**config.mk**
```make
export PLATFORM = sky130hd
export DESIGN_NAME = hilbert_tile_id_to_zxy_unit
export DESIGN_NICKNAME = d
export VERILOG_FILES = /design/src/hw/rtl/hbt_pkg.sv /design/src/hw/rtl/hilbert_tile_id_to_zxy_unit.sv /design/src/hw/rtl/hbt_d2xy_step.sv
export SDC_FILE = /design/constraint.sdc
export NUM_CORES = 1
export LEC_CHECK = 0
export ABC_CLOCK_PERIOD_IN_PS = 9700
export BUFFER_PORTS_ARGS = -buffer_cell sky130_fd_sc_hd__buf_2
export CORE_AREA = 2 2 202 204
export DETAILED_ROUTE_END_ITERATION = 12
export DIE_AREA = 0 0 204 206
export GPL_TIMING_DRIVEN = 0
export HOLD_SLACK_MARGIN = 0.1
export MAX_ROUTING_LAYER = met4
export PLACE_DENSITY = 0.78
export SLEW_MARGIN = 20
export SYNTH_ARGS = -nofsm -noshare
export SYNTH_HDL_FRONTEND = slang
export SYNTH_SLANG_ARGS = --single-unit
```
**constraint.sdc**
```tcl
create_clock -name clk_i -period 9.7 [get_ports clk_i]
set_input_delay 1.455 -clock clk_i [delete_from_list [all_inputs] [get_ports clk_i]]
set_output_delay 1.455 -clock clk_i [all_outputs]
set_load 0.02 [all_outputs]
```
**src/hw/rtl/hbt_pkg.sv**
```systemverilog
package hbt_pkg;

  // field widths of one request and one result
  localparam int unsigned TILE_ID_W   = 64;
  localparam int unsigned ZOOM_W      = 5;
  localparam int unsigned POS_W       = 31;
  localparam int unsigned OUT_TDATA_W = 72;

  // number of zoom levels (0 to 31) the numbering can describe in a 64-bit id
  localparam int unsigned ZOOM_LEVELS_DEF = 32;

  // column / row pair carried through the hilbert walk
  typedef struct packed {
    logic [POS_W-1:0] y;
    logic [POS_W-1:0] x;
  } coord_t;

endpackage

```
**src/hw/rtl/hilbert_tile_id_to_zxy_unit.sv**
```systemverilog
// hilbert tile id to zoom / column / row decoder. each request on the slave stream carries one
// 64-bit tile id (numbered along a hilbert curve, level after level, level z starting at
// (4^z-1)/3) and yields exactly one result on the master stream: zoom level, column and row,
// plus an out-of-range flag in tuser for ids past the last level (then zoom, x and y are zero).
// the unit works on one id at a time: a level search runs through the levels in turn on a single
// 64-bit compare/subtract, then a single d2xy step unit walks the levels of the found zoom, then
// the finish state loads the output register and the idle state takes the next request; a result
// still held in the output register delays the load.
// a finished result waits in the output register while the next request is taken.
module hilbert_tile_id_to_zxy_unit #(
  parameter int unsigned ZOOM_LEVELS = hbt_pkg::ZOOM_LEVELS_DEF
) (
  input  logic                             clk_i,
  input  logic                             rst_ni,
  // request stream
  input  logic                             s_axis_tvalid,
  output logic                             s_axis_tready,
  input  logic [hbt_pkg::TILE_ID_W-1:0]    s_axis_tdata,   // [63:0] tile_id
  // result stream
  output logic                             m_axis_tvalid,
  input  logic                             m_axis_tready,
  output logic [hbt_pkg::OUT_TDATA_W-1:0]  m_axis_tdata,   // [4:0] zoom_level, [35:5] x_position,
                                                           // [66:36] y_position, [71:67] zero
  output logic                             m_axis_tuser    // [0] out_of_range
);

  localparam int unsigned IdW   = hbt_pkg::TILE_ID_W;
  localparam int unsigned ZoomW = hbt_pkg::ZOOM_W;
  localparam int unsigned PosW  = hbt_pkg::POS_W;
  localparam int unsigned OutW  = hbt_pkg::OUT_TDATA_W;
  localparam int unsigned PadW  = OutW - ZoomW - 2 * PosW;
  // level counter must reach ZOOM_LEVELS itself to flag an id past the last level
  localparam int unsigned ZcW   = $clog2(ZOOM_LEVELS + 1);

  // sequencer states
  localparam logic [1:0] StIdle   = 2'd0;
  localparam logic [1:0] StSearch = 2'd1;
  localparam logic [1:0] StWalk   = 2'd2;
  localparam logic [1:0] StFinish = 2'd3;

  logic [1:0]       state_q, state_d;
  logic [IdW-1:0]   rem_q, rem_d;       // id minus first id of the level, then the walk digits
  logic [IdW-1:0]   count_q, count_d;   // ids in the level under test, 4^z
  logic [ZcW-1:0]   zcnt_q, zcnt_d;     // level under test
  logic [ZoomW-1:0] zoom_q, zoom_d;
  logic [ZoomW-1:0] kcnt_q, kcnt_d;     // walk step
  logic [PosW-1:0]  span_q, span_d;     // walk span s = 2^k
  logic             oor_q, oor_d;
  hbt_pkg::coord_t  coord_q, coord_d;
  hbt_pkg::coord_t  coord_step;

  logic             m_valid_q, m_valid_d;
  logic [OutW-1:0]  m_data_q, m_data_d;
  logic             m_user_q, m_user_d;

  logic             in_take;
  logic             out_load;
  logic             rem_fits;

  assign s_axis_tready = (state_q == StIdle);
  assign in_take       = s_axis_tvalid && s_axis_tready;
  assign out_load      = (state_q == StFinish) && (!m_valid_q || m_axis_tready);
  // shared wide compare: the remaining id falls inside the level under test
  assign rem_fits      = rem_q < count_q;

  // one shared d2xy step, fed the two lowest remaining bits
  hbt_d2xy_step u_step (
    .coord_i (coord_q),
    .span_i  (span_q),
    .digit_i (rem_q[1:0]),
    .coord_o (coord_step)
  );

  always_comb begin
    state_d = state_q;
    rem_d   = rem_q;
    count_d = count_q;
    zcnt_d  = zcnt_q;
    zoom_d  = zoom_q;
    kcnt_d  = kcnt_q;
    span_d  = span_q;
    oor_d   = oor_q;
    coord_d = coord_q;
    case (state_q)
      StIdle: begin
        if (in_take) begin
          rem_d   = s_axis_tdata;
          count_d = IdW'(1);
          zcnt_d  = '0;
          state_d = StSearch;
        end
      end
      StSearch: begin
        if (zcnt_q == ZcW'(ZOOM_LEVELS)) begin
          // past the last level
          oor_d   = 1'b1;
          zoom_d  = '0;
          coord_d = '0;
          state_d = StFinish;
        end else if (rem_fits) begin
          oor_d   = 1'b0;
          zoom_d  = ZoomW'(zcnt_q);
          kcnt_d  = '0;
          span_d  = PosW'(1);
          coord_d = '0;
          // level zero needs no walk
          state_d = (zcnt_q == '0) ? StFinish : StWalk;
        end else begin
          rem_d   = rem_q - count_q;
          count_d = count_q << 2;
          zcnt_d  = zcnt_q + ZcW'(1);
        end
      end
      StWalk: begin
        coord_d = coord_step;
        rem_d   = rem_q >> 2;
        span_d  = span_q << 1;
        kcnt_d  = kcnt_q + ZoomW'(1);
        if (kcnt_q == zoom_q - ZoomW'(1)) begin
          state_d = StFinish;
        end
      end
      StFinish: begin
        if (out_load) begin
          state_d = StIdle;
        end
      end
      default: begin
        state_d = StIdle;
      end
    endcase
  end

  // output register parts the two stream sides
  always_comb begin
    m_valid_d = m_valid_q;
    m_data_d  = m_data_q;
    m_user_d  = m_user_q;
    if (m_valid_q && m_axis_tready) begin
      m_valid_d = 1'b0;
    end
    if (out_load) begin
      m_valid_d = 1'b1;
      m_data_d  = {PadW'(0), coord_q.y, coord_q.x, zoom_q};
      m_user_d  = oor_q;
    end
  end

  always_ff @(posedge clk_i or negedge rst_ni) begin
    if (!rst_ni) begin
      state_q   <= StIdle;
      m_valid_q <= 1'b0;
    end else begin
      state_q   <= state_d;
      m_valid_q <= m_valid_d;
    end
  end

  // payload and datapath registers, no reset needed
  always_ff @(posedge clk_i) begin
    rem_q    <= rem_d;
    count_q  <= count_d;
    zcnt_q   <= zcnt_d;
    zoom_q   <= zoom_d;
    kcnt_q   <= kcnt_d;
    span_q   <= span_d;
    oor_q    <= oor_d;
    coord_q  <= coord_d;
    m_data_q <= m_data_d;
    m_user_q <= m_user_d;
  end

  assign m_axis_tvalid = m_valid_q;
  assign m_axis_tdata  = m_data_q;
  assign m_axis_tuser  = m_user_q;

endmodule

```
**src/hw/rtl/hbt_d2xy_step.sv**
```systemverilog
// one level of the hilbert d2xy walk: rotate / reflect with span s, then add the quadrant
module hbt_d2xy_step (
  input  hbt_pkg::coord_t                  coord_i,
  input  logic [hbt_pkg::POS_W-1:0]        span_i,
  input  logic [1:0]                       digit_i,
  output hbt_pkg::coord_t                  coord_o
);

  localparam int unsigned PosW = hbt_pkg::POS_W;

  logic            rx;
  logic            ry;
  logic [PosW-1:0] span_m1;
  logic [PosW-1:0] xr;
  logic [PosW-1:0] yr;
  logic [PosW-1:0] xs;
  logic [PosW-1:0] ys;

  assign rx      = digit_i[1];
  assign ry      = digit_i[0] ^ digit_i[1];
  assign span_m1 = span_i - PosW'(1);

  always_comb begin
    xr = coord_i.x;
    yr = coord_i.y;
    if (rx) begin
      xr = span_m1 - coord_i.x;
      yr = span_m1 - coord_i.y;
    end
    // swap only in the lower quadrants
    if (!ry) begin
      xs = yr;
      ys = xr;
    end else begin
      xs = coord_i.x;
      ys = coord_i.y;
    end
    coord_o.x = xs + (rx ? span_i : '0);
    coord_o.y = ys + (ry ? span_i : '0);
  end

endmodule

```
== After elaboration in Yosys (flattened, before gate mapping) ==
Index checks and enable logic that the tools add are counted.
Storage, ports and cells
  register bits after elaboration: 309
  output and inout port bits: 75
  bits of input ports: 68
  word-level logic and storage cells: 92
Cells by class
  multiplexer cells: 38
  reduce and logical (&&, ||, !) cells: 18
  $add $sub $neg: 9
  equality and inequality tests: 12
  bitwise operators: 1
  order comparisons: 1
Operator list (count)
  two-way mux 64 bit: 6
  two-way mux 31 bit: 8
  case mux 64 bit (3 select lines): 1
  case mux 64 bit (2 select lines): 1
  two-way mux 62 bit: 2
  case mux 62 bit (2 select lines): 1
  less-than comparator 64 bit: 1
  subtractor 64 bit: 1
  adder 31 bit: 2
  case mux 31 bit (2 select lines): 1
  subtractor 31 bit: 2
  subtractor 31 x 1 -> 31 bit, second input constant: 1
  two-way mux 6 bit: 3
  two-way mux 5 bit: 3
  case mux 6 bit (2 select lines): 1
  AND reduction 4 bit: 3
  two-way mux 2 bit: 5
  inequality test 2 bit, second input constant: 5
  case mux 5 bit (2 select lines): 1
  case mux 2 bit (4 select lines): 1
  nonzero test 2 bit: 4
  adder 6 x 1 -> 6 bit, second input constant: 1
  equality test 6 bit, second input constant: 1
  zero test 6 bit: 1
  other kinds (16): 23

== Logic depth before layout (Yosys ltp) ==
  depth in word-level cells: 6
  mapped depth: 30
  mapped depth without buffers: 30

== Hierarchy ==
A second synthesis with hierarchy kept.
Unflattened totals
  cells, all modules: 2468
  area, all modules: 22485.3 um2
Modules (own cells, without submodules)
  hilbert_tile_id_to_zxy_unit: seq. area each 8303.0 um2, cells an instance 1245, area each 14257.4 um2, times used 1
  hbt_d2xy_step: seq. area each 0.0 um2, cells an instance 1223, area each 8227.9 um2, times used 1

== Worst setup path before layout ==
Ideal clock, no wire load.
  path kind: register -> register
  start: register rem_q[0]
  end: register rem_q[0], enable pin
  period minus slack after synthesis: 8.100 ns
  stages on the path, launching flop included: 17
  arrival time: 7.536 ns
  setup slack: 1.600 ns
  buffers on the path: 2
  setup time: 0.564 ns
  data required time: 9.136 ns
  cell sequence: edfxtp_1 buf_6 inv_1 clkbuf_1 ha_1 ha_1 nor2b_1 o21a_1 o31ai_1 nand2_1 a21oi_1 o211ai_1 a31oi_1 o21ai_0 a21oi_1 o21a_1 nor3_1
On the way
  word-level cells in the longest chain between the ends: 3
RTL lines
  start: declaration: line hilbert_tile_id_to_zxy_unit.sv:42  | logic [IdW-1:0] rem_q, rem_d;
  start signal: assignment: line hilbert_tile_id_to_zxy_unit.sv:161  | rem_q <= rem_d;
  less-than comparator 64 bit: line hilbert_tile_id_to_zxy_unit.sv:64  | assign rem_fits = rem_q < count_q;
  inequality test 2 bit (no line)
  AND reduction 4 bit (no line)
No other way between the ends.
A chain may end at the register's enable or synchronous reset.

== Worst setup path in the final report ==
  start: register span_q[0]
  end: register coord_q[61] (netlist name), data pin
On the way
  word-level cells in the longest chain between the ends: 6
  elaborated cells on any way between the ends: 7
  classes of those cells: add/sub: 3; mux: 4
RTL lines
  start: declaration: line hilbert_tile_id_to_zxy_unit.sv:47  | logic [PosW-1:0] span_q, span_d;
  start signal: assignment: line hilbert_tile_id_to_zxy_unit.sv:166  | span_q <= span_d;
  subtractor 31 x 1 -> 31 bit: line hbt_d2xy_step.sv:21  | assign span_m1 = span_i - PosW'(1);
  subtractor 31 bit: line hbt_d2xy_step.sv:27  | xr = span_m1 - coord_i.x;
  two-way mux 31 bit: line hbt_d2xy_step.sv:26  | if (rx) begin
  two-way mux 31 bit: line hbt_d2xy_step.sv:31  | if (!ry) begin
  adder 31 bit *: line hbt_d2xy_step.sv:39  | coord_o.y = ys + (ry ? span_i : '0);
  case mux 62 bit (2 select lines) *: line hilbert_tile_id_to_zxy_unit.sv:84  | case (state_q)
  end signal: assignment: line hilbert_tile_id_to_zxy_unit.sv:168  | coord_q <= coord_d;
  end: declaration: line hilbert_tile_id_to_zxy_unit.sv:49  | hbt_pkg::coord_t coord_q, coord_d;
Mark *: on every way between the ends. The rest lies on a longest branch, timed or not.

==> results.yml <==
status:
  outcome: "finished, final reports clean"
final_layout:
  diodes: 0
  num-fill-cells: 3580
  drive_gt1_share_pct: 9.640
  stdcell_area_um2: 24430
  instances_no_fill: 3146
  area_delta_synth_final_pct: 12.52
  final_nets: 2831
timing:
  period_share_pct: 83.63
  fin_ws_ns: 1.588
  min_period_ns: 8.112
  fin_skew_ns: 0.02638
  hold_viol_final: 0
  rsz0062_at_grt: "no"
  relSlewSlack_pct: 19.69
  worst_pin_slew_ns: 1.190
  setup-violations-final: 0
  fmax_mhz: 123.3
  slew_violations: 0
placed_design:
  dp_cells: 3085
  placedInstanceArea_um2: 23320
  hpwlAfterDp_mm: 53.73
  portBuffers: 137
  routabilityCongestion: 1.017
  pre_cts_ws_ns: 1.682
routing:
  wl_per_cell_um: 22.78
  vias: 19665
  antenna_left: 0
  via_per_inst: 6.251
  drc: 0
  finalWirelength_mm: 71.66
  firstDrtPassIters: 6
  drtIter0Drc: 1735
worst_setup_path:
  arrival_ns: 8.42
  cp-start-kind: "flop"
  required_ns: 10.00
  cp_slowest_cell: "nor3_1"
  critical_path_class: "reg2reg"
  crit_family: "compound AO/OA/AOI/OAI gates"
  slowest_delay_ns: 0.89
  crit_fanout: 6
  worst_setup_path_end_kind: "flop"
  crit_buf_inv: 2
synth:
  yosysSeqAreaShare_pct: 38.23
  synth_top_area_share_pct: 37.89
  yosys.area.top_type: "edfxtp_1"
  syn_inst: 2397
  async_reset_ff_share_pct: 1.083
  mappedNetlistArea_um2: 21720
  yosys_warnings: 0
  syn_area_per_cell_um2: 9.060
  synthFlopType: "edfxtp_1"
  synth_edf_count: 274
  ys_types: 87
  synth_area_leaders: "edfxtp_1, ha_1, nor2_1"
  synth_common_cells: "nor2_1, edfxtp_1, nand2_1"
  ys_ff_latch: 277
  yosysMostFrequentCell: "nor2_1"
floorplanning:
  die_h_um: 206
  start_util_pct: 54.04
  die_area_um2: 42020
  io_pins: 143
  core_um2: 40180
  row_count: 74
  die_w_um: 204
global_routing:
  grt_usage_pct: 34.98
  grt_pass1_wl_mm: 108.8
  grt_overflow: 0
  grt_max_degree: 57
  antenna_found_initial: 0
  grt_pass1_vias: 19177
cts:
  numCtsBuffers: 34
  clkSinkCount: 277
  cts_hold_buf: 0
  cts_setup_buffers: 0
  htreeDepth: 2
  path_clk_slew_ns: 0.06
  tritoncts: "done"
  cts_resized: 0
  clk_path_buf_depth: 3
  worstSkewPairLatency_ns: 0.57
  cts_root_buffer: "clkbuf_16"
flow_run:
  cap_violations: 0
worst_hold_path:
  worstHoldPathType: "reg2reg"
==> cells in the final DEF (no fill, tap or decap), types with 90 or more instances in the layout <==
master,n
nor2_1,278
edfxtp_1,274
nand2_1,175
ha_1,170
o21ai_0,164
a21oi_1,155
inv_1,146
buf_2,138
and2_1,94
xnor2_1,91
clkbuf_1,90
xor2_1,90
==> sequential cells by signal, indices dropped and copies added, names as in the netlist, 5 cells and up <==
name and flops:
zoom_q 5, m_axis_tdata 67, kcnt_q 5, count_q 32, zcnt_q 6, coord_q 62, rem_q 64, span_q 31
==> cells by family after synthesis <==
group,Yosys count,synth area share (%)
AOI/OAI and AO/OA,667,20.10
xor gates and xnor gates,181,7.300
adders and majority gates,174,10.16
buffers and inverters,257,4.650
DFF,277,38.23
muxes,32,1.492
other,1,0.01727
and+or+nand+nor,808,18.04
==> metal layers <==
layer	global-route usage (%)	vias to the layer above	part of all wire, %
li1	-	9128	-
met1	41.98	9454	40
met2	58.10	870	48
met3	4.935	213	7.2
met4	17.16	0	5.1
met5	-	-	0
==> cell type report <==
class	instances	area, um^2	area share (%)
buffer	110	460.4	1.884
clock buffer	39	900.9	3.687
clock inverter	22	209.0	0.8551
inverter	147	551.8	2.258
multi-input combinational	1867	12470	51.04
sequential	277	8303	33.98
tap	532	665.6	2.724
timing repair buffer	152	873.3	3.574
==> stage by stage <==
step	hold WS [ns]	TNS (ns)	util [%]
floorplan	0.4003	0	-
global placement	0.4088	-324.29	57.44
detailed placement	0.4173	0	58.04
CTS	0.4308	0	60.80
global route	0.4406	0	60.81
finish	0.4281	0	60.81
==> final timing paths <==
check / to / slack (ns) / startpoint / depth (start not counted)
max in group asynchronous: m_axis_tvalid$_DFFE_PN0P_ / 8.92 / rst_ni / 1
worst max-delay path: coord_q[61]$_SDFFCE_PP0P_ / 1.59 / span_q[0]$_DFFE_PP_ / 28
worst min-delay path: m_axis_tuser$_DFFE_PP_ / 0.43 / oor_q$_SDFFCE_PN1P_ / 0
worst min register to register: m_axis_tuser$_DFFE_PP_ / 0.43 / oor_q$_SDFFCE_PN1P_ / 0
min in group asynchronous: state_q[0]$_DFFE_PN0P_ / 0.68 / rst_ni / 1
worst max register to register: coord_q[61]$_SDFFCE_PP0P_ / 1.59 / span_q[0]$_DFFE_PP_ / 28
Power is left out: the tool's default activity adds up to more than one toggle a clock period on the data nets, which glitch-free logic cannot reach.
